$ cat config.mk
export PLATFORM = sky130hd
export DESIGN_NAME = tah_mult
export DESIGN_NICKNAME = d
export VERILOG_FILES = /design/src/hdl/triangle_area_heron_macros.svh /design/src/hdl/tah_pkg.sv /design/src/hdl/tah_mult.sv
export SDC_FILE = /design/constraint.sdc
export NUM_CORES = 2
export LEC_CHECK = 0
export BUFFER_PORTS_ARGS = -buffer_cell sky130_fd_sc_hd__buf_2
export CORE_MARGIN = 5
export CORE_UTILIZATION = 67
export CTS_BUF_LIST = sky130_fd_sc_hd__clkbuf_8 sky130_fd_sc_hd__clkbuf_16
export CTS_CLUSTER_SIZE = 16
export DETAILED_ROUTE_END_ITERATION = 7
export PLACE_DENSITY = 0.89
export REMOVE_ABC_BUFFERS = 1
export SYNTH_ARGS = -nofsm -noshare
export SYNTH_HDL_FRONTEND = slang
export SYNTH_SLANG_ARGS = --single-unit
$ cat constraint.sdc
create_clock -name clk_i -period 8.9 [get_ports clk_i]
set_clock_uncertainty 0.05 [all_clocks]
set_input_delay 0.89 -clock clk_i [delete_from_list [all_inputs] [get_ports clk_i]]
set_output_delay 0.89 -clock clk_i [all_outputs]
set_load 0.02 [all_outputs]
$ cat src/hdl/triangle_area_heron_macros.svh
// Assertion macros shared by the triangle area pipeline
`ifndef TRIANGLE_AREA_HERON_MACROS_SVH
`define TRIANGLE_AREA_HERON_MACROS_SVH

// Plain property under the block clock, muted during reset
`define TAH_ASSERT(lbl, clk, rst_n, prop, msg) \
  lbl: assert property (@(posedge clk) disable iff (!rst_n) (prop)) else $error(msg);

// Same-cycle implication
`define TAH_ASSERT_IMPL(lbl, clk, rst_n, ante, cons, msg) \
  lbl: assert property (@(posedge clk) disable iff (!rst_n) (ante) |-> (cons)) \
    else $error(msg);

// Next-cycle implication
`define TAH_ASSERT_NEXT(lbl, clk, rst_n, ante, cons, msg) \
  lbl: assert property (@(posedge clk) disable iff (!rst_n) (ante) |=> (cons)) \
    else $error(msg);

`endif

$ cat src/hdl/tah_pkg.sv
// Shared widths and defaults for the triangle area pipeline
package tah_pkg;

  localparam int SIDE_W        = 16;  // width of a side port
  localparam int AREA_W        = 31;  // width of the area port
  localparam int SIDE_BITS_DEF = 16;  // default number of side bits used

endpackage

$ cat src/hdl/tah_mult.sv
// Product of the four factors in three stages: pair products, split partials, sum
module tah_mult #(
  parameter int SIDE_BITS = tah_pkg::SIDE_BITS_DEF,
  localparam int FW = SIDE_BITS + 1,
  localparam int PW = 4 * SIDE_BITS - 2
) (
  input  logic          clk_i,
  input  logic          rst_ni,
  input  logic          in_valid_i,
  output logic          in_ready_o,
  input  logic          ok_i,
  input  logic [FW-1:0] f1_i,
  input  logic [FW-1:0] f2_i,
  input  logic [FW-1:0] f3_i,
  input  logic [FW-1:0] f4_i,
  output logic          out_valid_o,
  input  logic          out_ready_i,
  output logic          ok_o,
  output logic [PW-1:0] prod_o
);

  localparam int MW = 2 * FW;
  localparam int QW = 3 * FW;
  localparam int SW = 4 * FW;

  logic [2:0]    v_q;
  logic [3:0]    rdy;
  logic [2:0]    ok_q;
  logic [MW-1:0] m12_q, m34_q;
  logic [QW-1:0] plo_q, phi_q;
  logic [SW-1:0] sum;
  logic [PW-1:0] prod_q;

  assign rdy[3] = out_ready_i;
  assign rdy[2] = !v_q[2] || rdy[3];
  assign rdy[1] = !v_q[1] || rdy[2];
  assign rdy[0] = !v_q[0] || rdy[1];
  assign in_ready_o = rdy[0];

  always_ff @(posedge clk_i or negedge rst_ni) begin
    if (!rst_ni) begin
      v_q <= '0;
    end else begin
      if (rdy[0]) v_q[0] <= in_valid_i;
      if (rdy[1]) v_q[1] <= v_q[0];
      if (rdy[2]) v_q[2] <= v_q[1];
    end
  end

  // low bits of the sum only: the full product stays below 2^PW
  assign sum = SW'(plo_q) + (SW'(phi_q) << FW);

  always_ff @(posedge clk_i) begin
    if (rdy[0] && in_valid_i) begin
      ok_q[0] <= ok_i;
      m12_q   <= MW'(f1_i) * MW'(f2_i);
      m34_q   <= MW'(f3_i) * MW'(f4_i);
    end
    if (rdy[1] && v_q[0]) begin
      ok_q[1] <= ok_q[0];
      plo_q   <= QW'(m12_q[FW-1:0]) * QW'(m34_q);
      phi_q   <= QW'(m12_q[MW-1:FW]) * QW'(m34_q);
    end
    if (rdy[2] && v_q[1]) begin
      ok_q[2] <= ok_q[1];
      prod_q  <= sum[PW-1:0];
    end
  end

  assign out_valid_o = v_q[2];
  assign ok_o        = ok_q[2];
  assign prod_o      = prod_q;

endmodule

-- Word level (Yosys, flattened, before mapping)
Index checks and enable logic that the tools add are counted.
- add/subtract/negate cells: 1
- reductions and logical operators: 9
- multiply operators: 4
- operators with widths (operator ; count):
    multiplier 17 x 17 -> 34 bit ; 2
    adder 51 x 62 -> 62 bit ; 1
    multiplier 17 x 34 -> 51 bit ; 1
    multiplier 17 x 34 -> 45 bit ; 1
    logical AND 1 bit ; 3
    logical NOT 1 bit ; 3
    logical OR 1 bit ; 3
- output and inout bits: 65
- bits of input ports: 73
- register bits after elaboration: 232
- logic and storage cells: 25

-- Depth between registers and ports, before layout
- word-level depth: 5
- gate-level depth with buffers: 25
- mapped depth without buffers: 23

-- Worst setup path before layout
OpenSTA, ideal clock, no wires.
- path type: in2reg
- start point: input f1_i[13]
- end point: register m12_q[26] (data pin)
- required time: 8588 ps
- buffers on the path: 2
- path slack: 2055 ps
- stages on the path: 24
- setup time: 262 ps
- arrival time: 6533 ps
- cells stage by stage: clkbuf_1 clkbuf_1 nand2_1 fa_1 inv_1 fa_1 inv_1 fa_1 fa_1 inv_1 fa_1 inv_1 fa_1 inv_1 ha_1 a21o_1 a21oi_1 nand2_1 nand3_1 nand2_1 a211oi_1 o21ba_2 mux2_2 nand3b_1
- word-level cells in the longest chain between the ends: 1
- RTL lines (item ; RTL line ; RTL):
    start: declaration ; tah_mult.sv:12 ; input logic [FW-1:0] f1_i,
    multiplier 17 x 17 -> 34 bit ; tah_mult.sv:56 ; m12_q <= MW'(f1_i) * MW'(f2_i);
    end signal: assignment ; tah_mult.sv:56 ;
    end: declaration ; tah_mult.sv:29 ; logic [MW-1:0] m12_q, m34_q;
No other way between the ends.
A chain may end at the register's enable or synchronous reset.

-- Worst setup path after layout
- start point: register m12_q[21]
- end point: register phi_q[43] (data pin)
- word-level cells in the longest chain between the ends: 1
- RTL lines (item ; RTL line ; RTL):
    multiplier 17 x 34 -> 45 bit ; tah_mult.sv:62 ; phi_q <= QW'(m12_q[MW-1:FW]) * QW'(m34_q);
    end signal: assignment ; tah_mult.sv:62 ;
    end: declaration ; tah_mult.sv:30 ; logic [QW-1:0] plo_q, phi_q;
No other way between the ends.

==> results.json <==
{
  "status": "finished clean",
  "synth_top_area_cell": "fa_1",
  "rr_startpoint": "m12_q[21]$_DFFE_PP_",
  "cts_buffer_depth": 3,
  "die_width_um": 316.9,
  "antenna_found_initial": 6,
  "fin_tns_setup_ps": 0,
  "n_antenna_cell": 0,
  "cp_slowest_stage_delay_ps": 1230,
  "final_common_cell": "inv_1",
  "rsz0062_at_grt": "no",
  "synth_area_per_cell_um2": 9.199,
  "cp_max_fo": 22,
  "seq_area_frac_synth": 0.1101,
  "crit_path_start_kind": "flip-flop",
  "crit_path_frequent_cell": "fa_1",
  "cts_tree": "done",
  "slew_violations": 0,
  "post-dp-hpwl_um": 129200,
  "path_clk_slew_ps": 60,
  "wl_um": 161300,
  "fillers": 6586,
  "min_path_type": "flip-flop to flip-flop",
  "endpoint_kind": "flip-flop",
  "setup_viol": 0,
  "grt_max_degree": 71,
  "reg2regPathDepth": 22,
  "fp-row-count": 112,
  "die-area_um2": 100500,
  "die_height_um": 316.9,
  "io_pins": 138,
  "areaGrowthSynthToFinish_pct": 4.434,
  "start_util": 0.6753,
  "syn_area_um2": 63120,
  "vias": 47010,
  "relSlewSlack": 0.1151,
  "synth_edf_count": 229,
  "mostFrequentLayoutCells": "inv_1 (1699), fa_1 (1394), nand2_1 (1185)",
  "grt_usage": 0.3347,
  "yosys_most_used_dff": "edfxtp_1",
  "avgRoutedWirePerCell_um": 19.93,
  "clk_latency_ps": 640,
  "port_buffers": 137,
  "reg2reg_to": "phi_q[43]$_DFFE_PP_",
  "worst_pin_slew_ps": 1327,
  "crit_required_ps": 9250,
  "vias_per_cell": 5.808,
  "whs_endpoint": "prod_o[7]$_DFFE_PP_",
  "netlist_top_cells_area": "fa_1 (44%), edfxtp_1 (11%), inv_1 (10%)",
  "drtPass1Iterations": 8,
  "crit_slowest_cell": "edfxtp_1",
  "drt_iter0_drc": 4367,
  "max_freq_ghz": 0.1291,
  "nets": 8754,
  "place_congestion": 0.9563,
  "htree_levels": 1,
  "core-area_um2": 93470,
  "grt_pass1_vias": 52000,
  "worstSetupPathType": "flip-flop to flip-flop",
  "synthDistinctLibCells": 91,
  "period_share": 0.8703,
  "syn_inst": 6862,
  "drtAntennaViolNets": 0,
  "gr-total-overflow": 0,
  "grt_pass1_wl_um": 265600,
  "hold_viol": 0,
  "layout_min_cycle_time_ps": 7746,
  "yosysWarnings": 0,
  "hold_path_depth": 0,
  "cap_viol_max_count": 0,
  "cts_resized": 0,
  "path_cells": "nand2_1, fa_1, inv_1, fa_1, inv_1, fa_1, inv_1, fa_1, fa_1, inv_1, fa_1, inv_1, ha_1, and4_1, and3_1, a21boi_0, o21ai_1, o21ai_0, a21oi_2, o31ai_1, o22a_1, xor2_1",
  "drc": 0,
  "cts.sinks": 232,
  "r2r_slack_ps": 1150,
  "yosys_register_bits": 232,
  "cts_buffers": 31,
  "drive_gt1_frac": 0.04781,
  "netlist.area_leader.share": 0.4421,
  "hold_path_startpoint": "plo_q[7]$_DFFE_PP_",
  "cts_root_buf": "clkbuf_16",
  "cp.arrival_ps": 8100,
  "synthArstFlopShare": 0.01293
}
state kept, by name, indices dropped and copies added, names as in the netlist:
signal,cells
plo_q,51
v_q,3
m34_q,34
prod_o,62
ok_q,3
phi_q,45
m12_q,34
area by class of cell:
type	instances	area, um^2	share of cell area
Clock buffer	31	775.7	0.01177
Clock inverter	26	244.0	0.003701
Inverter	1698	6374	0.09669
Multi-Input combinational cell	4625	48640	0.7378
Sequential cell	232	6952	0.1055
Tap cell	1254	1569	0.02380
Timing Repair Buffer	228	1371	0.02080
cell usage after synthesis, types with 17 or more instances:
library cell,count
and3_1,21
nand2_1,1185
and2_1,616
a21oi_1,134
xnor2_1,129
nand3_1,39
a211oi_1,17
o21a_1,29
nor2b_1,21
o21bai_1,19
a21o_1,85
nand2b_1,24
nor3_1,30
clkbuf_1,301
o21ai_0,65
nor2_1,98
ha_1,471
xor2_1,56
fa_1,1394
inv_1,1698
edfxtp_1,229
cells by family after synthesis:
group / share of synthesized area
AND/OR/NAND/NOR: 0.1557
AO/OA/AOI/OAI: 0.05316
XOR/XNOR: 0.02567
buffers and inverters: 0.1195
flip-flops: 0.1101
multiplexers: 0.0003370
adder cells (fa/ha/maj): 0.5355
metal layers:
metal / global-route usage / routed length (um)
met1: 0.4178 / 56850
met2: 0.5630 / 77720
met3: 0.06517 / 16780
met4: 0.1682 / 9903
met5: 0 / 60
critical path: cells and delay by family, from the launching register on:
family	cells	cell delay (ps)
buffers and inverters	5	280
AOI/OAI and AO/OA	6	1440
xor gates and xnor gates	1	280
DFF	1	1230
adders and majority gates	7	3520
and+or+nand+nor	3	720
worst max-delay path by stage:
stage | startpoint | endpoint | slack, ps | cells past startpoint
after detailed placement | m12_q[20]$_DFFE_PP_ | phi_q[43]$_DFFE_PP_ | 1350 | 18
after global placement | m12_q[24]$_DFFE_PP_ | phi_q[43]$_DFFE_PP_ | 1570 | 20
after CTS | m12_q[20]$_DFFE_PP_ | phi_q[43]$_DFFE_PP_ | 1310 | 18
after global routing | m12_q[23]$_DFFE_PP_ | phi_q[43]$_DFFE_PP_ | 1010 | 20
final | m12_q[21]$_DFFE_PP_ | phi_q[43]$_DFFE_PP_ | 1150 | 22
after floorplan | m12_q[19]$_DFFE_PP_ | phi_q[40]$_DFFE_PP_ | 2430 | 22
metrics by stage:
step,cell area [um^2],hold slack [ps],instances,setup WS (ps),utilization
2_1_floorplan,61950,350.3,6555,2427,-
3_3_place_gp,64890,350.4,8036,1568,0.6942
3_5_place_dp,64890,354.5,8036,1354,0.6942
4_1_cts,65920,369.0,8094,1308,0.7053
5_1_grt,65920,374.2,8094,1007,0.7053
6_report,65920,370.6,8094,1154,0.7053
timing repair:
action,in CTS,in global routing
hold buffers,1,0
setup buffers,0,0
hold endpoints to repair,3,0
Power is left out: the tool's default activity adds up to more than one toggle a clock period on the data nets, which glitch-free logic cannot reach.
