## src/hdl/triangle_area_heron_macros.svh

```systemverilog
// Assertion macros shared by the triangle area pipeline
`ifndef TRIANGLE_AREA_HERON_MACROS_SVH
`define TRIANGLE_AREA_HERON_MACROS_SVH

// Plain property under the block clock, muted during reset
`define TAH_ASSERT(lbl, clk, rst_n, prop, msg) \
  lbl: assert property (@(posedge clk) disable iff (!rst_n) (prop)) else $error(msg);

// Same-cycle implication
`define TAH_ASSERT_IMPL(lbl, clk, rst_n, ante, cons, msg) \
  lbl: assert property (@(posedge clk) disable iff (!rst_n) (ante) |-> (cons)) \
    else $error(msg);

// Next-cycle implication
`define TAH_ASSERT_NEXT(lbl, clk, rst_n, ante, cons, msg) \
  lbl: assert property (@(posedge clk) disable iff (!rst_n) (ante) |=> (cons)) \
    else $error(msg);

`endif

```

## src/hdl/tah_pkg.sv

```systemverilog
// Shared widths and defaults for the triangle area pipeline
package tah_pkg;

  localparam int SIDE_W        = 16;  // width of a side port
  localparam int AREA_W        = 31;  // width of the area port
  localparam int SIDE_BITS_DEF = 16;  // default number of side bits used

endpackage

```

## src/hdl/tah_sqrt.sv

```systemverilog
// Integer square root, one result bit per pipeline stage
`include "triangle_area_heron_macros.svh"

module tah_sqrt #(
  parameter int SIDE_BITS = tah_pkg::SIDE_BITS_DEF,
  localparam int RW = 2 * SIDE_BITS - 1,
  localparam int PW = 2 * RW
) (
  input  logic          clk_i,
  input  logic          rst_ni,
  input  logic          in_valid_i,
  output logic          in_ready_o,
  input  logic          ok_i,
  input  logic [PW-1:0] prod_i,
  output logic          out_valid_o,
  input  logic          out_ready_i,
  output logic          ok_o,
  output logic [RW-1:0] root_o
);

  logic [RW-1:0] v_q;
  logic [RW:0]   rdy;
  logic [RW-1:0] ok_q;
  logic [PW-1:0] rem_q  [RW];
  logic [RW-1:0] root_q [RW];

  assign rdy[RW]    = out_ready_i;
  assign in_ready_o = rdy[0];

  for (genvar k = 0; k < RW; k++) begin : g_stage
    localparam int BI = RW - 1 - k;

    logic          v_in, ok_in, ge;
    logic [PW-1:0] rem_in, trial;
    logic [RW-1:0] root_in;

    if (k == 0) begin : g_head
      assign v_in    = in_valid_i;
      assign ok_in   = ok_i;
      assign rem_in  = prod_i;
      assign root_in = '0;
    end else begin : g_body
      assign v_in    = v_q[k-1];
      assign ok_in   = ok_q[k-1];
      assign rem_in  = rem_q[k-1];
      assign root_in = root_q[k-1];
    end

    assign rdy[k] = !v_q[k] || rdy[k+1];

    // (r + 2^i)^2 - r^2 = r * 2^(i+1) + 2^(2i)
    assign trial = (PW'(root_in) << (BI + 1)) | (PW'(1) << (2 * BI));
    assign ge    = rem_in >= trial;

    always_ff @(posedge clk_i or negedge rst_ni) begin
      if (!rst_ni) begin
        v_q[k] <= 1'b0;
      end else if (rdy[k]) begin
        v_q[k] <= v_in;
      end
    end

    always_ff @(posedge clk_i) begin
      if (rdy[k] && v_in) begin
        ok_q[k]   <= ok_in;
        rem_q[k]  <= ge ? rem_in - trial : rem_in;
        root_q[k] <= root_in | (RW'(ge) << BI);
      end
    end
  end

  assign out_valid_o = v_q[RW-1];
  assign ok_o        = ok_q[RW-1];
  assign root_o      = root_q[RW-1];

  `TAH_ASSERT_NEXT(a_sqrt_hold, clk_i, rst_ni, out_valid_o && !out_ready_i, out_valid_o && $stable(root_o), "root stage lost a stalled word")

endmodule

```

## config.mk

```make
export PLATFORM = sky130hd
export DESIGN_NAME = tah_sqrt
export DESIGN_NICKNAME = d
export VERILOG_FILES = /design/src/hdl/tah_pkg.sv /design/src/hdl/tah_sqrt.sv
export VERILOG_INCLUDE_DIRS = /design/src /design/src/hdl
export SDC_FILE = /design/constraint.sdc
export NUM_CORES = 2
export LEC_CHECK = 0
export ABC_CLOCK_PERIOD_IN_PS = 10900
export CORE_MARGIN = 2
export CORE_UTILIZATION = 64
export DETAILED_ROUTE_END_ITERATION = 10
export DONT_BUFFER_PORTS = 1
export HOLD_SLACK_MARGIN = 0.15
export PLACE_DENSITY = 0.8
export SETUP_SLACK_MARGIN = 0.1
export SYNTH_ARGS = -nofsm -noshare
export SYNTH_HDL_FRONTEND = slang
export SYNTH_SLANG_ARGS = --single-unit
```

## constraint.sdc

```tcl
create_clock -name clk_i -period 10.9 [get_ports clk_i]
set_input_delay 1.09 -clock clk_i [delete_from_list [all_inputs] [get_ports clk_i]]
set_output_delay 1.09 -clock clk_i [all_outputs]
set_load 0.05 [all_outputs]
```

== Word level (Yosys, flattened, before mapping) ==
Memory sizes are Yosys's and may differ from the RTL's.
Index checks and enable logic that the tools add are counted.
W data, S select, Z words.

* Reduce and logical (&&, ||, !) cells: 93
* Multiplexer cells: 93
* Bitwise gates (word level): 30
* $add $sub $neg: 31
* $lt $le $gt $ge: 31

{| class="wikitable"
|+ Operators with widths
! operator !! count
|-
| $mux W62 || 31
|-
| $ge A62 B32 Y1 || 1
|-
| $ge A62 B33 Y1 || 1
|-
| $ge A62 B34 Y1 || 1
|-
| $ge A62 B35 Y1 || 1
|-
| $ge A62 B36 Y1 || 1
|-
| $ge A62 B37 Y1 || 1
|-
| $ge A62 B38 Y1 || 1
|-
| $ge A62 B39 Y1 || 1
|-
| $ge A62 B40 Y1 || 1
|-
| $ge A62 B41 Y1 || 1
|-
| $ge A62 B42 Y1 || 1
|-
| $ge A62 B43 Y1 || 1
|-
| $ge A62 B44 Y1 || 1
|-
| $ge A62 B45 Y1 || 1
|-
| $ge A62 B46 Y1 || 1
|-
| $ge A62 B47 Y1 || 1
|-
| $ge A62 B48 Y1 || 1
|-
| $ge A62 B49 Y1 || 1
|-
| $ge A62 B50 Y1 || 1
|-
| $ge A62 B51 Y1 || 1
|-
| $ge A62 B52 Y1 || 1
|-
| $ge A62 B53 Y1 || 1
|-
| $ge A62 B54 Y1 || 1
|-
| other kinds (73) || 224
|}

* Bits in writable memories: 2883
* Logic and storage cells: 342
* Input port bits: 67
* Output and inout bits: 34
* Memories kept: 2
* Bits in registers: 62

{| class="wikitable"
|+ Memories
! name !! depth !! width !! rd ports !! clocked after Yosys merged registers in !! write ports !! line !! source
|-
| rem_q || 31 || 62 || 30 || 0 || 31 || tah_sqrt.sv:24 || <nowiki>logic [PW-1:0] rem_q [RW];</nowiki>
|-
| root_q || 31 || 31 || 31 || 0 || 31 || tah_sqrt.sv:25 || <nowiki>logic [RW-1:0] root_q [RW];</nowiki>
|}

== Logic depth before layout (Yosys ltp) ==
* Word-level depth: 35
* Depth in mapped cells: 15
* Gate-level depth less buffers: 13

== Least setup slack after synthesis ==
No wires, ideal clock.

* Path kind: in2reg
* Start point: in out_ready_i
* End point: reg ok_q[20], in the netlist g_stage[21].ok_in (enable)
* Required time: 10.245 ns
* Arrival: 7.831 ns
* Path buffers: 0
* Cell stages on the path: 5
* Setup time: 0.655 ns
* Path slack: 2.414 ns
* Cell sequence: nand4b_1 nor2_1 and3_1 and2_1 a21boi_0

* Word-level cells in the longest chain between the ends: 12

{| class="wikitable"
|+ RTL lines
! element !! line !! source
|-
| start, declared || tah_sqrt.sv:16 || <nowiki>input logic out_ready_i,</nowiki>
|-
| $logic_or A1 B1 Y1 (11 in a row) || tah_sqrt.sv:49 || <nowiki>assign rdy[k] = !v_q[k] || rdy[k+1];</nowiki>
|-
| $logic_and A1 B1 Y1 || tah_sqrt.sv:64 || <nowiki>if (rdy[k] && v_in) begin</nowiki>
|-
| end signal, assigned by index || tah_sqrt.sv:65 || <nowiki>ok_q[k] <= ok_in;</nowiki>
|-
| end, declared || tah_sqrt.sv:23 || <nowiki>logic [RW-1:0] ok_q;</nowiki>
|}

No other way between the ends.
A chain may end at the register's enable or synchronous reset.

== Worst setup path after layout ==
* Start point: reg v_q[30], in the netlist out_valid_o
* End point: out in_ready_o

* Word-level cells in the longest chain between the ends: 32

{| class="wikitable"
|+ RTL lines
! element !! line !! source
|-
| start, declared || tah_sqrt.sv:21 || <nowiki>logic [RW-1:0] v_q;</nowiki>
|-
| start signal, assigned by index || tah_sqrt.sv:59 || <nowiki>v_q[k] <= v_in;</nowiki>
|-
| $logic_not A1 Y1 || tah_sqrt.sv:49 ||
|-
| $logic_or A1 B1 Y1 (31 in a row) || tah_sqrt.sv:49 ||
|-
| end, declared || tah_sqrt.sv:12 || <nowiki>output logic in_ready_o,</nowiki>
|}

No other way between the ends.

==> flow_metrics.env <==
export IMPL_outcome="completed"
export IMPL_dr_first_iter_drc_count=6981
export IMPL_vdd_drop_max_uv=168
export IMPL_clk_pin_slew_ps=70
export IMPL_via_per_inst=6.18
export IMPL_crit_required_ps=9810
export IMPL_multi_input_area_sq_mm=0.0384
export IMPL_power_frac_seq_pct=46.1
export IMPL_drv_slew=0
export IMPL_htree_levels=4
export IMPL_rows=154
export IMPL_synth_xor_area_share_pct=6.31
export IMPL_avgRoutedWirePerCell_microns=22.2
export IMPL_synthFlopType="edfxtp_1"
export IMPL_dieArea_sq_mm=0.181
export IMPL_critPathSlowestCell="dfrtp_1"
export IMPL_synth_simple_area_share_pct=12.0
export IMPL_fin_crit_ps=5610
export IMPL_grt_max_degree=82
export IMPL_firstDrtPassIters=6
export IMPL_cp_top_family="simple AND/OR/NAND/NOR gates"
export IMPL_min_period_over_period_pct=51.5
export IMPL_nets=9591
export IMPL_synth_top_family_by_area="simple AND/OR/NAND/NOR gates"
export IMPL_max_stage_delay_ps=670
export IMPL_drv_cap=0
export IMPL_fin_setup_tns_ps=0
export IMPL_synth_compound_area_share_pct=8.54
export IMPL_internal_power_uw=20500
export IMPL_grt_pass1_wl_mm=394
export IMPL_drive_gt1_share_pct=6.57
export IMPL_crit_type="reg -> out"
export IMPL_hold_viol_final=0
export IMPL_cts_hold_buf=2
export IMPL_async_flop_share_pct=1.28
export IMPL_core_sq_mm=0.176
export IMPL_finalWirelength_mm=256
export IMPL_syn_to_final_growth_pct=9.67
export IMPL_finalClockSkew_ps=86.8
export IMPL_seq_area_frac_synth_pct=63.8
export IMPL_worst_hold_startpoint="prod_i[40]"
export IMPL_fmax_mhz=178
export IMPL_cts_sinks=2418
export IMPL_rsz0062_at_grt="no"
export IMPL_fillers=11448
export IMPL_dieWidth_microns=425
export IMPL_grt_usage_pct=28.2
export IMPL_hpwl_mm=189
export IMPL_p_leak_uw=0.0467
export IMPL_p_sw_uw=9400
export IMPL_worstMarginPinSlew_ps=1310
export IMPL_cts_path_max_buffers=3
export IMPL_r2r_start="rem_q[1][480]"
export IMPL_start_util_pct=64.4
export IMPL_antenna_found_initial=16
export IMPL_drc_errors=0
export IMPL_io_buffers=0
export IMPL_vias=71263
export IMPL_synth_edff_count=2387
export IMPL_critPathCaptureType="primary output"
export IMPL_arrival_ps=4520
export IMPL_p_comb_share_pct=26.5
export IMPL_ys_ff_latch=2418
export IMPL_powerDensity_mw_per_mm2=240
export IMPL_hold_path_class="in -> reg"
export IMPL_regArea_sq_mm=0.0725
export IMPL_clock_latency_ps=890
export IMPL_syn_inst=8829
export IMPL_synthAdderAreaFrac_pct=5.78
export IMPL_cts_tree="built"
export IMPL_path_buf_inv=2
export IMPL_fp_dieH_microns=425
export IMPL_overflow=0
export IMPL_cpMostUsedCell="nand3_1"
export IMPL_clock_power_share_pct=27.4
export IMPL_synth_cell_types=82
export IMPL_yosysWarnings=0
export IMPL_post_cts_buffers=0
export IMPL_ant_nets=0
export IMPL_syn_nets=9421
export IMPL_dp_cells=11103
export IMPL_cp_cell_sequence="nand4b_1 > nor2_1 > nand3_1 > nor4_1 > buf_4 > nand3_1 > nor2_1 > nand3_1 > inv_1 > nand3_1"
export IMPL_grt_pass1_vias=70000
export IMPL_synth_area_per_cell_sq_um=12.9
export IMPL_synthMuxAreaShare_pct=1.04
export IMPL_cts_root_buffer="clkbuf_16"
export IMPL_cts_resized=0
export IMPL_startpoint="out_valid_o"
export IMPL_relSlewSlack_pct=11.9
export IMPL_switching_share_pct=31.4
export IMPL_fin_cells=11540
export IMPL_synth_area_sq_mm=0.114
export IMPL_setup_viol=0
export IMPL_worstSetupStartpointType="flop"
export IMPL_cp_max_fo=5
export IMPL_gp_congestion=0.942
export IMPL_numCtsBuffers=232
export IMPL_num_io_pins=101
## cell usage in the layout (no fill, tap or decap), drive strengths merged, types with 232 or more instances in the layout
cell type | synthesis | routed
xor2 | 360 | 360
ha | 525 | 525
nand2 | 511 | 511
edfxtp | 2387 | 2387
nor3 | 236 | 236
clkbuf | 110 | 281
a21o | 232 | 232
a21oi | 551 | 551
nor2 | 606 | 606
xnor2 | 458 | 458
inv | 650 | 658
nor4 | 310 | 310
o21ai | 363 | 363
## metrics by stage
| stage | hold slack (ps) | power [uW] | cell area (sq um) | utilization (%) | worst slack (ps) |
|---|---|---|---|---|---|
| after CTS | 216 | 29900 | 125000 | 70.6 | 5230 |
| after detailed placement | 405 | 21600 | 117000 | 66.2 | 5800 |
| final | 265 | 29900 | 125000 | 70.7 | 5290 |
| after global routing | 235 | 31300 | 125000 | 70.6 | 5090 |
| after global placement | 401 | 21400 | 117000 | 66.2 | 5770 |
| after floorplan | 400 | 19500 | 114000 | - | 2410 |
## flip-flops by register name (all words and copies together) (netlist names)
name,count
root_q,496
rem_q,1860
out_valid_o,1
g_stage.ok_in,30
ok_o,1
g_stage.v_in,30
## power groups by stage
stage	sequential, uW	clock (uW)	combinational, uW
2_1_floorplan	13400	0	6080
3_3_place_gp	13900	0	7510
3_5_place_dp	13900	0	7740
4_1_cts	13700	8300	7830
5_1_grt	13900	8640	8780
6_report	13800	8200	7920
## cells by family (layout without fill, tap and decap cells)
logic type / count (synthesis) / in the layout
AOI/OAI and AO/OA: 1579 / 1579
muxes: 106 / 106
buffers and inverters: 775 / 1143
DFF: 2418 / 2418
and+or+nand+nor: 2608 / 2608
xor gates and xnor gates: 818 / 818
other: 0 / 3
adders and majority gates: 525 / 525
## cells in the mapped netlist, drive strengths merged (50+ instances only)
library cell	n	share of area, %
clkbuf	110	0.36
xor2	360	2.8
nor2b	78	0.43
nor4b	53	0.41
o21a	98	0.65
o21ai	363	1.6
nor4	310	1.7
mux2	93	0.92
nand4	125	0.69
a21o	232	1.5
or3	91	0.51
a21oi	551	2.4
ha	525	5.8
nand3	143	0.63
nor3	236	1.0
edfxtp	2387	63
or4	53	0.35
nand2b	120	0.66
inv	650	2.1
xnor2	458	3.5
and2	52	0.29
and3	50	0.28
nand2	511	1.7
nor2	606	2.0
## layer usage
layer / vias to the layer above / GRT usage (%) / share of wire [%]
met4: 10 / 10.9 / 4.0
met3: 611 / 4.46 / 6.8
met1: 34561 / 35.7 / 39
met2: 2740 / 48.7 / 50
li1: 33341 / - / -
met5: - / 0 / 0.036
## cell type report
type,count,share of cell area (%)
Timing Repair Buffer,60,0.374
Clock buffer,281,4.81
Antenna cell,3,0.00603
Sequential cell,2418,58.2
Multi-Input combinational cell,5636,30.9
Clock inverter,151,1.48
Inverter,651,1.96
Tap cell,2340,2.35
## final timing paths
path                       slack (ps)  depth (start not counted)              end
hold reg to reg                   410                          0   root_q[1][202]
setup / recovery                 5290                         10       in_ready_o
min in group asynchronous         630                          2  g_stage[1].v_in
max in group asynchronous       10040                          2      out_valid_o
setup reg to reg                 5990                         11    rem_q[1][554]
hold / removal                    260                          0     rem_q[0][40]
Power figures use the tool's default switching activity.
