===== src/hdl/triangle_area_heron_macros.svh =====
// Assertion macros shared by the triangle area pipeline
`ifndef TRIANGLE_AREA_HERON_MACROS_SVH
`define TRIANGLE_AREA_HERON_MACROS_SVH

// Plain property under the block clock, muted during reset
`define TAH_ASSERT(lbl, clk, rst_n, prop, msg) \
  lbl: assert property (@(posedge clk) disable iff (!rst_n) (prop)) else $error(msg);

// Same-cycle implication
`define TAH_ASSERT_IMPL(lbl, clk, rst_n, ante, cons, msg) \
  lbl: assert property (@(posedge clk) disable iff (!rst_n) (ante) |-> (cons)) \
    else $error(msg);

// Next-cycle implication
`define TAH_ASSERT_NEXT(lbl, clk, rst_n, ante, cons, msg) \
  lbl: assert property (@(posedge clk) disable iff (!rst_n) (ante) |=> (cons)) \
    else $error(msg);

`endif


===== src/hdl/tah_pkg.sv =====
// Shared widths and defaults for the triangle area pipeline
package tah_pkg;

  localparam int SIDE_W        = 16;  // width of a side port
  localparam int AREA_W        = 31;  // width of the area port
  localparam int SIDE_BITS_DEF = 16;  // default number of side bits used

endpackage


===== src/hdl/tah_front.sv =====
// Input stage: side sign extension, triangle check and the four Heron factors
`include "triangle_area_heron_macros.svh"

module tah_front #(
  parameter int SIDE_BITS = tah_pkg::SIDE_BITS_DEF,
  localparam int FW = SIDE_BITS + 1
) (
  input  logic                        clk_i,
  input  logic                        rst_ni,
  input  logic                        in_valid_i,
  output logic                        in_ready_o,
  input  logic [tah_pkg::SIDE_W-1:0]  side_a_i,
  input  logic [tah_pkg::SIDE_W-1:0]  side_b_i,
  input  logic [tah_pkg::SIDE_W-1:0]  side_c_i,
  output logic                        out_valid_o,
  input  logic                        out_ready_i,
  output logic                        ok_o,
  output logic [FW-1:0]               f1_o,
  output logic [FW-1:0]               f2_o,
  output logic [FW-1:0]               f3_o,
  output logic [FW-1:0]               f4_o
);

  localparam int XW = SIDE_BITS + 2;

  logic signed [XW-1:0] xa, xb, xc;
  logic signed [XW-1:0] s1, s2, s3, s4;
  logic                 pos, tri_ok;
  logic                 v_q;
  logic                 ok_q;
  logic [FW-1:0]        f1_q, f2_q, f3_q, f4_q;

  // use the low side bits only, sign-extended
  assign xa = {{2{side_a_i[SIDE_BITS-1]}}, side_a_i[SIDE_BITS-1:0]};
  assign xb = {{2{side_b_i[SIDE_BITS-1]}}, side_b_i[SIDE_BITS-1:0]};
  assign xc = {{2{side_c_i[SIDE_BITS-1]}}, side_c_i[SIDE_BITS-1:0]};

  assign s1 = xa + xb + xc;
  assign s2 = xb + xc - xa;
  assign s3 = xa + xc - xb;
  assign s4 = xa + xb - xc;

  assign pos    = !xa[XW-1] && (xa != '0) && !xb[XW-1] && (xb != '0)
               && !xc[XW-1] && (xc != '0);
  // strict inequality on every side is the same as every factor being positive
  assign tri_ok = pos && !s2[XW-1] && (s2 != '0) && !s3[XW-1] && (s3 != '0)
               && !s4[XW-1] && (s4 != '0);

  assign in_ready_o = !v_q || out_ready_i;

  always_ff @(posedge clk_i or negedge rst_ni) begin
    if (!rst_ni) begin
      v_q <= 1'b0;
    end else if (in_ready_o) begin
      v_q <= in_valid_i;
    end
  end

  // zero the factors of a rejected word so its root comes out zero
  always_ff @(posedge clk_i) begin
    if (in_ready_o && in_valid_i) begin
      ok_q <= tri_ok;
      f1_q <= tri_ok ? s1[FW-1:0] : '0;
      f2_q <= tri_ok ? s2[FW-1:0] : '0;
      f3_q <= tri_ok ? s3[FW-1:0] : '0;
      f4_q <= tri_ok ? s4[FW-1:0] : '0;
    end
  end

  assign out_valid_o = v_q;
  assign ok_o        = ok_q;
  assign f1_o        = f1_q;
  assign f2_o        = f2_q;
  assign f3_o        = f3_q;
  assign f4_o        = f4_q;

  `TAH_ASSERT_NEXT(a_front_load, clk_i, rst_ni, in_valid_i && in_ready_o, v_q, "front stage dropped an accepted word")

endmodule


===== config.mk =====
export PLATFORM = sky130hd
export DESIGN_NAME = tah_front
export DESIGN_NICKNAME = d
export VERILOG_FILES = /design/src/hdl/tah_pkg.sv /design/src/hdl/tah_front.sv
export VERILOG_INCLUDE_DIRS = /design/src /design/src/hdl
export SDC_FILE = /design/constraint.sdc
export NUM_CORES = 1
export LEC_CHECK = 0
export ABC_AREA = 1
export BUFFER_PORTS_ARGS = -buffer_cell sky130_fd_sc_hd__buf_4
export CELL_PAD_IN_SITES_DETAIL_PLACEMENT = 0
export CELL_PAD_IN_SITES_GLOBAL_PLACEMENT = 1
export CORE_AREA = 2 2 148 150
export CTS_BUF_LIST = sky130_fd_sc_hd__clkbuf_8
export DETAILED_ROUTE_END_ITERATION = 10
export DIE_AREA = 0 0 150 152
export GPL_ROUTABILITY_DRIVEN = 0
export PLACE_DENSITY = 0.89
export SYNTH_ARGS = -nofsm -noshare
export SYNTH_HDL_FRONTEND = slang
export SYNTH_SLANG_ARGS = --single-unit

===== constraint.sdc =====
create_clock -name clk_i -period 4.69 [get_ports clk_i]
set_input_delay 0.7035 -clock clk_i [delete_from_list [all_inputs] [get_ports clk_i]]
set_output_delay 0.7035 -clock clk_i [all_outputs]
set_load 0.01 [all_outputs]

# ---- After elaboration in Yosys (flattened, before gate mapping)
# Index checks and enable logic that the tools add are counted.
dict set report word_totals {
  ff_bits 70
  word_cells 39
  inputBits 52
  output_inout_bits 71
}
dict set report classes {
  addsub 7
  reduce_logical 26
}
# cell count
set ops {}
lappend ops {{nonzero test 18 bit} 6}
lappend ops {{subtractor 17 x 16 -> 18 bit} 3}
lappend ops {{adder 16 x 16 -> 17 bit} 3}
lappend ops {{adder 17 x 16 -> 17 bit} 1}
lappend ops {{logical AND 1 bit} 12}
lappend ops {{logical NOT 1 bit} 7}
lappend ops {{logical OR 1 bit} 1}

# ---- Depth between registers and ports, before layout
dict set report depth {
  word_depth 12
  mapped_depth 29
  ltp_nobuf 26
}

# ---- Worst setup path after synthesis
# Ideal clock, no wire load.
dict set report synth_timing {
  path_type {input to register}
  from {input port in_valid_i}
  to {register f1_q[10] (netlist: f1_o[10]) (enable)}
  setup_slack_ns 0.130
  arrival_ns 4.043
  setup_ns 0.516
  stages 2
  n_path_buf 0
  path_cell_list {inv_1 > a21oi_1}
}
dict set report synth_via {
  elab_chain_cells 1
}
# element line_no
set synth_lines {}
lappend synth_lines {{start, declared} tah_front.sv:10} ;# input logic in_valid_i,
lappend synth_lines {{logical AND 1 bit} tah_front.sv:61} ;# if (in_ready_o && in_valid_i) begin
lappend synth_lines {{end signal, assigned} tah_front.sv:63} ;# f1_q <= tri_ok ? s1[FW-1:0] : '0;
lappend synth_lines {{end, declared} tah_front.sv:31} ;# logic [FW-1:0] f1_q, f2_q, f3_q, f4_q;
# Every way passes these cells.
# A chain may end at the register's enable or synchronous reset.

# ---- Worst setup path in the final report
dict set report layout_timing {
  from {input port side_a_i[0] (netlist bit)}
  to {register f3_q[16] (netlist: f3_o[16]), data pin}
}
dict set report layout_via {
  elab_chain_cells 12
  word_cells_on_any_way 23
}
# element line_no
set layout_lines {}
lappend layout_lines {{start, declared} tah_front.sv:12} ;# input logic [tah_pkg::SIDE_W-1:0] side_a_i,
lappend layout_lines {{parallel branches: the longest is 12 deep, another holds subtractor 17 x 16 -> 18 bit} n/a}
lappend layout_lines {{end signal, assigned} tah_front.sv:65} ;# f3_q <= tri_ok ? s3[FW-1:0] : '0;
lappend layout_lines {{end, declared} tah_front.sv:31}
# Parallel ways; which one is timed is not known.

==> impl_summary.md <==
Status
The flow ran to the end, and the final reports show no timing, DRC or antenna violations.

Global route
The overall overflow remaining after global route is 0. The number of antenna violations at the first check in global routing is 0. The pin count of the biggest net entering global routing is 46. The number of global-route vias before repair came to 7,539. In the global route stage, met3 resource usage came out at 3.93%. The routing usage on met1 is 33.7%.

The met2 track utilization from global routing is 33.1%. The total routing resource utilization after global routing is 22.2%. The first global-routing pass estimated 39.7 mm of wire.

The most used routing layer in global routing is met1.

Worst setup path
STA classifies the critical path startpoint as an input port. The end of the critical path is f3_o[16]$_SDFFCE_PN0P_. The critical register-to-register path endpoint is f4_o[7]$_SDFFCE_PN0P_. Across all register-to-register paths, the minimum setup slack is 2.68 ns. The startpoint identified for the worst register-to-register timing path is out_valid_o$_DFFE_PN0N_. The worst register-to-register path has a depth of 2.

By startpoint and endpoint, the worst setup path is classified as in -> reg. The arrival time at the worst endpoint is 4.47 ns. STA puts the critical path data required time at 4.77 ns. The start point of the critical path is side_a_i[0]. The top fanout value on the critical path is 21. STA classifies the critical path endpoint as a flip-flop.

Clocking
In this run, post-CTS hold repair placed 0 buffers. The CTS tree is built. After clock tree synthesis, the clock-pin slew on the worst setup and hold paths is 0.07 ns. The number of clock sinks is 69. Counting the buffers created by CTS gives 9. The later pin in the worst-skew pair is clocked with a latency of 0.36 ns. The root cell of the clock tree is sky130_fd_sc_hd__clkbuf_8. The number of levels the H-tree was split into is 3. In this run the deepest clock path goes through 2 buffers.

Route
Using the TritonRoute via totals, the vias-per-cell ratio works out to 4.83. The remaining antenna violation count is 0. The DRC violations left is 0. The length of the first detailed-routing pass in iterations is 6. The DRC marker count from the first detailed-route iteration is 659. The average wire per standard cell is 14.6 um.

The total length of routed wires is 25.4 mm. The detailed router placed 8,409 vias in this run.

Pwr
Overall power consumption after layout is estimated at 3.14 mW. The cell-internal power is 1.61 mW. Of the total power, the clock network draws 14.3%. The part of the power in registers is 23.1%. The worst voltage drop across the vdd grid is 129 uV.

The analysis attributes to net switching a power of 1.53 mW. For this design the ratio of total power to cell area is 291 mW/mm^2. In this run the static leakage power is 5.98 nW. Combinational logic is responsible for 62.6% of the overall power.

The switching fraction of total power is 48.7%.

Timing
The final worst clock skew is 0.0109 ns. Static timing analysis puts the maximum clock frequency at 0.228 GHz. The final-report max-slew violation count is 0. The worst path needs 4.39 ns of the cycle, external delays included. The slew of the pin with the lowest slew margin is 0.720 ns. Headroom to the max-slew limit came out at 51.9%. The number of failing setup endpoints in the final timing report is 0.

The count of endpoints failing hold in the final timing report came to 0. In the finished design, the share of the clock period the worst path needs comes to 93.6%. For the final routed database, the setup TNS stands at 0 ns.

Setup repair after global routing left no endpoint under its margin. The post-route worst setup slack is 0.299 ns.

Synthesis
In the synthesized netlist the dominant register cell turns out to be sky130_fd_sc_hd__edfxtp_1. In the synthesized netlist, the cells that appear most often are 363 x sky130_fd_sc_hd__nand2_1, 298 x sky130_fd_sc_hd__inv_1, 100 x sky130_fd_sc_hd__ha_1. The number of distinct standard cells referenced by the synthesized netlist is 37. After synthesis the cells add up to 0.00917 sq mm. The post-synthesis net count is 1,497. For this run, asynchronously set or reset flops after synthesis account for 1.45%. The area share of the largest cell type after synthesis is 22.3%. The number of enable flip-flop cells after synthesis is 68. The synthesized flop and latch total is 69.

The number of warning messages in the yosys log is 0. The cell taking the most area after synthesis is sky130_fd_sc_hd__edfxtp_1. Ranked by total cell area, the synthesized netlist is headed by sky130_fd_sc_hd__edfxtp_1 22%, sky130_fd_sc_hd__nand2_1 15%, sky130_fd_sc_hd__ha_1 14%. The part of the Yosys area used for sequential elements is 22.5%. Dividing the synthesized area by the synthesized cell count gives 7.00 sq um. The most used standard cell by instance count after synthesis is sky130_fd_sc_hd__nand2_1. The count of mapped cells out of synthesis is 1,310.

Layout
The share of final-layout standard cells stronger than drive strength 1 is 15.7%. The final layout contains 1,644 nets. The area added between synthesis and finish is 17.4%. Once layout is complete, the cells apart from fillers number 1,742. The utilization after layout is 50.4%. The number of antenna diodes is 0.

Floorplan
The die is 152 um tall. The area of the die is 0.0228 sq mm. Measured along the x axis, the die boundary spans 150 um. In this run the core area contains 54 standard-cell rows. The starting density of the core is 43.0%. The core footprint is 0.0214 sq mm. In this run the count of I/O pins placed on the die edge is 123.

Worst hold path
In this run the worst hold path is classified as in -> async.

Placement
Timing analysis after detailed placement gives a worst setup slack of -0.138 ns. Including well taps, the total number of placed cells is 1,725. The half-perimeter wire length of the detailed placement result is 22.2 mm. The quantity of I/O buffers inserted on ports is 122.

Job
The number of violations of the max-capacitance limit is 0.
[sequential cells by signal, indices dropped and copies added, names as in the netlist]
signal and cells:
f1_o 16, out_valid_o 1, ok_o 1, f2_o 17, f3_o 17, f4_o 17
[routing by layer]
layer	up-vias	wire length, um
li1	4366	-
met1	3758	12100
met2	263	10800
met3	22	2180
met4	0	311
met5	-	0
[worst max-delay path: stages]
cell and delay [ns]:
sky130_fd_sc_hd__buf_4 0.10, sky130_fd_sc_hd__ha_1 0.14, sky130_fd_sc_hd__inv_1 0.06, sky130_fd_sc_hd__fa_1 0.41
sky130_fd_sc_hd__o31ai_1 0.30, sky130_fd_sc_hd__buf_4 0.19, sky130_fd_sc_hd__a31oi_1 0.11, sky130_fd_sc_hd__o21ai_0 0.25
sky130_fd_sc_hd__xor2_1 0.26, sky130_fd_sc_hd__ha_1 0.32, sky130_fd_sc_hd__nand2_1 0.10, sky130_fd_sc_hd__inv_1 0.06
sky130_fd_sc_hd__nand2_1 0.13, sky130_fd_sc_hd__inv_1 0.05, sky130_fd_sc_hd__a21oi_1 0.25, sky130_fd_sc_hd__nand3_1 0.11
sky130_fd_sc_hd__nand2_1 0.11, sky130_fd_sc_hd__nand2_1 0.08, sky130_fd_sc_hd__nor2_2 0.12, sky130_fd_sc_hd__nand3_2 0.09
sky130_fd_sc_hd__nor2_4 0.11, sky130_fd_sc_hd__buf_12 0.15, sky130_fd_sc_hd__buf_12 0.17, sky130_fd_sc_hd__nor3_1 0.07
[power groups by stage]
stage | combinational [mW] | clock (mW) | sequential [mW]
4_1_cts | 1.93 | 0.453 | 0.726
2_1_floorplan | 1.32 | 0 | 0.759
3_5_place_dp | 1.92 | 0 | 0.739
6_report | 1.97 | 0.448 | 0.725
5_1_grt | 2.20 | 0.474 | 0.728
3_3_place_gp | 1.91 | 0 | 0.739
[placed cells by master, fill, tap and decap left out, types with 2 or more instances in the layout]
| cell | count |
|---|---|
| sky130_fd_sc_hd__inv_2 | 5 |
| sky130_fd_sc_hd__nand3_1 | 77 |
| sky130_fd_sc_hd__inv_1 | 299 |
| sky130_fd_sc_hd__nand2_1 | 363 |
| sky130_fd_sc_hd__nand4_1 | 19 |
| sky130_fd_sc_hd__clkbuf_8 | 9 |
| sky130_fd_sc_hd__o31ai_1 | 4 |
| sky130_fd_sc_hd__clkinv_1 | 4 |
| sky130_fd_sc_hd__and2_1 | 7 |
| sky130_fd_sc_hd__o21ai_0 | 17 |
| sky130_fd_sc_hd__buf_12 | 3 |
| sky130_fd_sc_hd__xnor2_1 | 4 |
| sky130_fd_sc_hd__nand3_2 | 3 |
| sky130_fd_sc_hd__nor2_1 | 86 |
| sky130_fd_sc_hd__xor2_1 | 33 |
| sky130_fd_sc_hd__fa_1 | 35 |
| sky130_fd_sc_hd__o21ai_1 | 2 |
| sky130_fd_sc_hd__o21bai_1 | 5 |
| sky130_fd_sc_hd__nand3b_1 | 8 |
| sky130_fd_sc_hd__a21oi_1 | 51 |
| sky130_fd_sc_hd__nor3_1 | 39 |
| sky130_fd_sc_hd__buf_4 | 155 |
| sky130_fd_sc_hd__nor2_2 | 2 |
| sky130_fd_sc_hd__nor3_2 | 44 |
| sky130_fd_sc_hd__a31oi_1 | 4 |
| sky130_fd_sc_hd__edfxtp_1 | 68 |
| sky130_fd_sc_hd__nand2_2 | 2 |
| sky130_fd_sc_hd__ha_1 | 100 |
[worst min path at each step]
| stage | slack (ns) | from | to |
|---|---|---|---|
| finish | 0.12 | rst_ni | out_valid_o$_DFFE_PN0N_ |
| global route | 0.11 | rst_ni | out_valid_o$_DFFE_PN0N_ |
| CTS | 0.11 | rst_ni | out_valid_o$_DFFE_PN0N_ |
| detailed placement | 0.48 | rst_ni | out_valid_o$_DFFE_PN0N_ |
| global placement | 0.48 | rst_ni | out_valid_o$_DFFE_PN0N_ |
| floorplan | 0.41 | rst_ni | out_valid_o$_DFFE_PN0N_ |
[per-stage QoR]
step	instance area (sq um)	hold WS, ns
2_1_floorplan	9170	0.408
3_3_place_gp	10600	0.479
3_5_place_dp	10600	0.479
4_1_cts	10800	0.106
5_1_grt	10800	0.115
6_report	10800	0.116
[repair_timing]
action | in CTS | in global routing
resized for setup | 0 | 3
buffers inserted | 0 | 1
hold endpoints to repair | 0 | 0
endpoints found under the setup margin | 0 | 65
[final cells by class]
class / instances / area (sq um)
Clock inverter: 7 / 57.6
Multi-Input combinational cell: 915 / 5810
Inverter: 304 / 1140
Sequential cell: 69 / 2070
Timing Repair Buffer: 158 / 1220
Clock buffer: 9 / 124
Tap cell: 280 / 350
Fill cell: 2162 / 10600
[kinds of logic (layout without fill, tap and decap cells)]
group | Yosys count | in the layout | synth area share (%)
AND/OR/NAND/NOR | 653 | 653 | 32.8
AO/OA/AOI/OAI | 90 | 90 | 5.40
XOR/XNOR | 37 | 37 | 3.53
buffers and inverters | 326 | 478 | 14.4
adder cells (fa/ha/maj) | 135 | 135 | 21.3
flip-flops | 69 | 69 | 22.5
(Power assumes the default switching activity.)
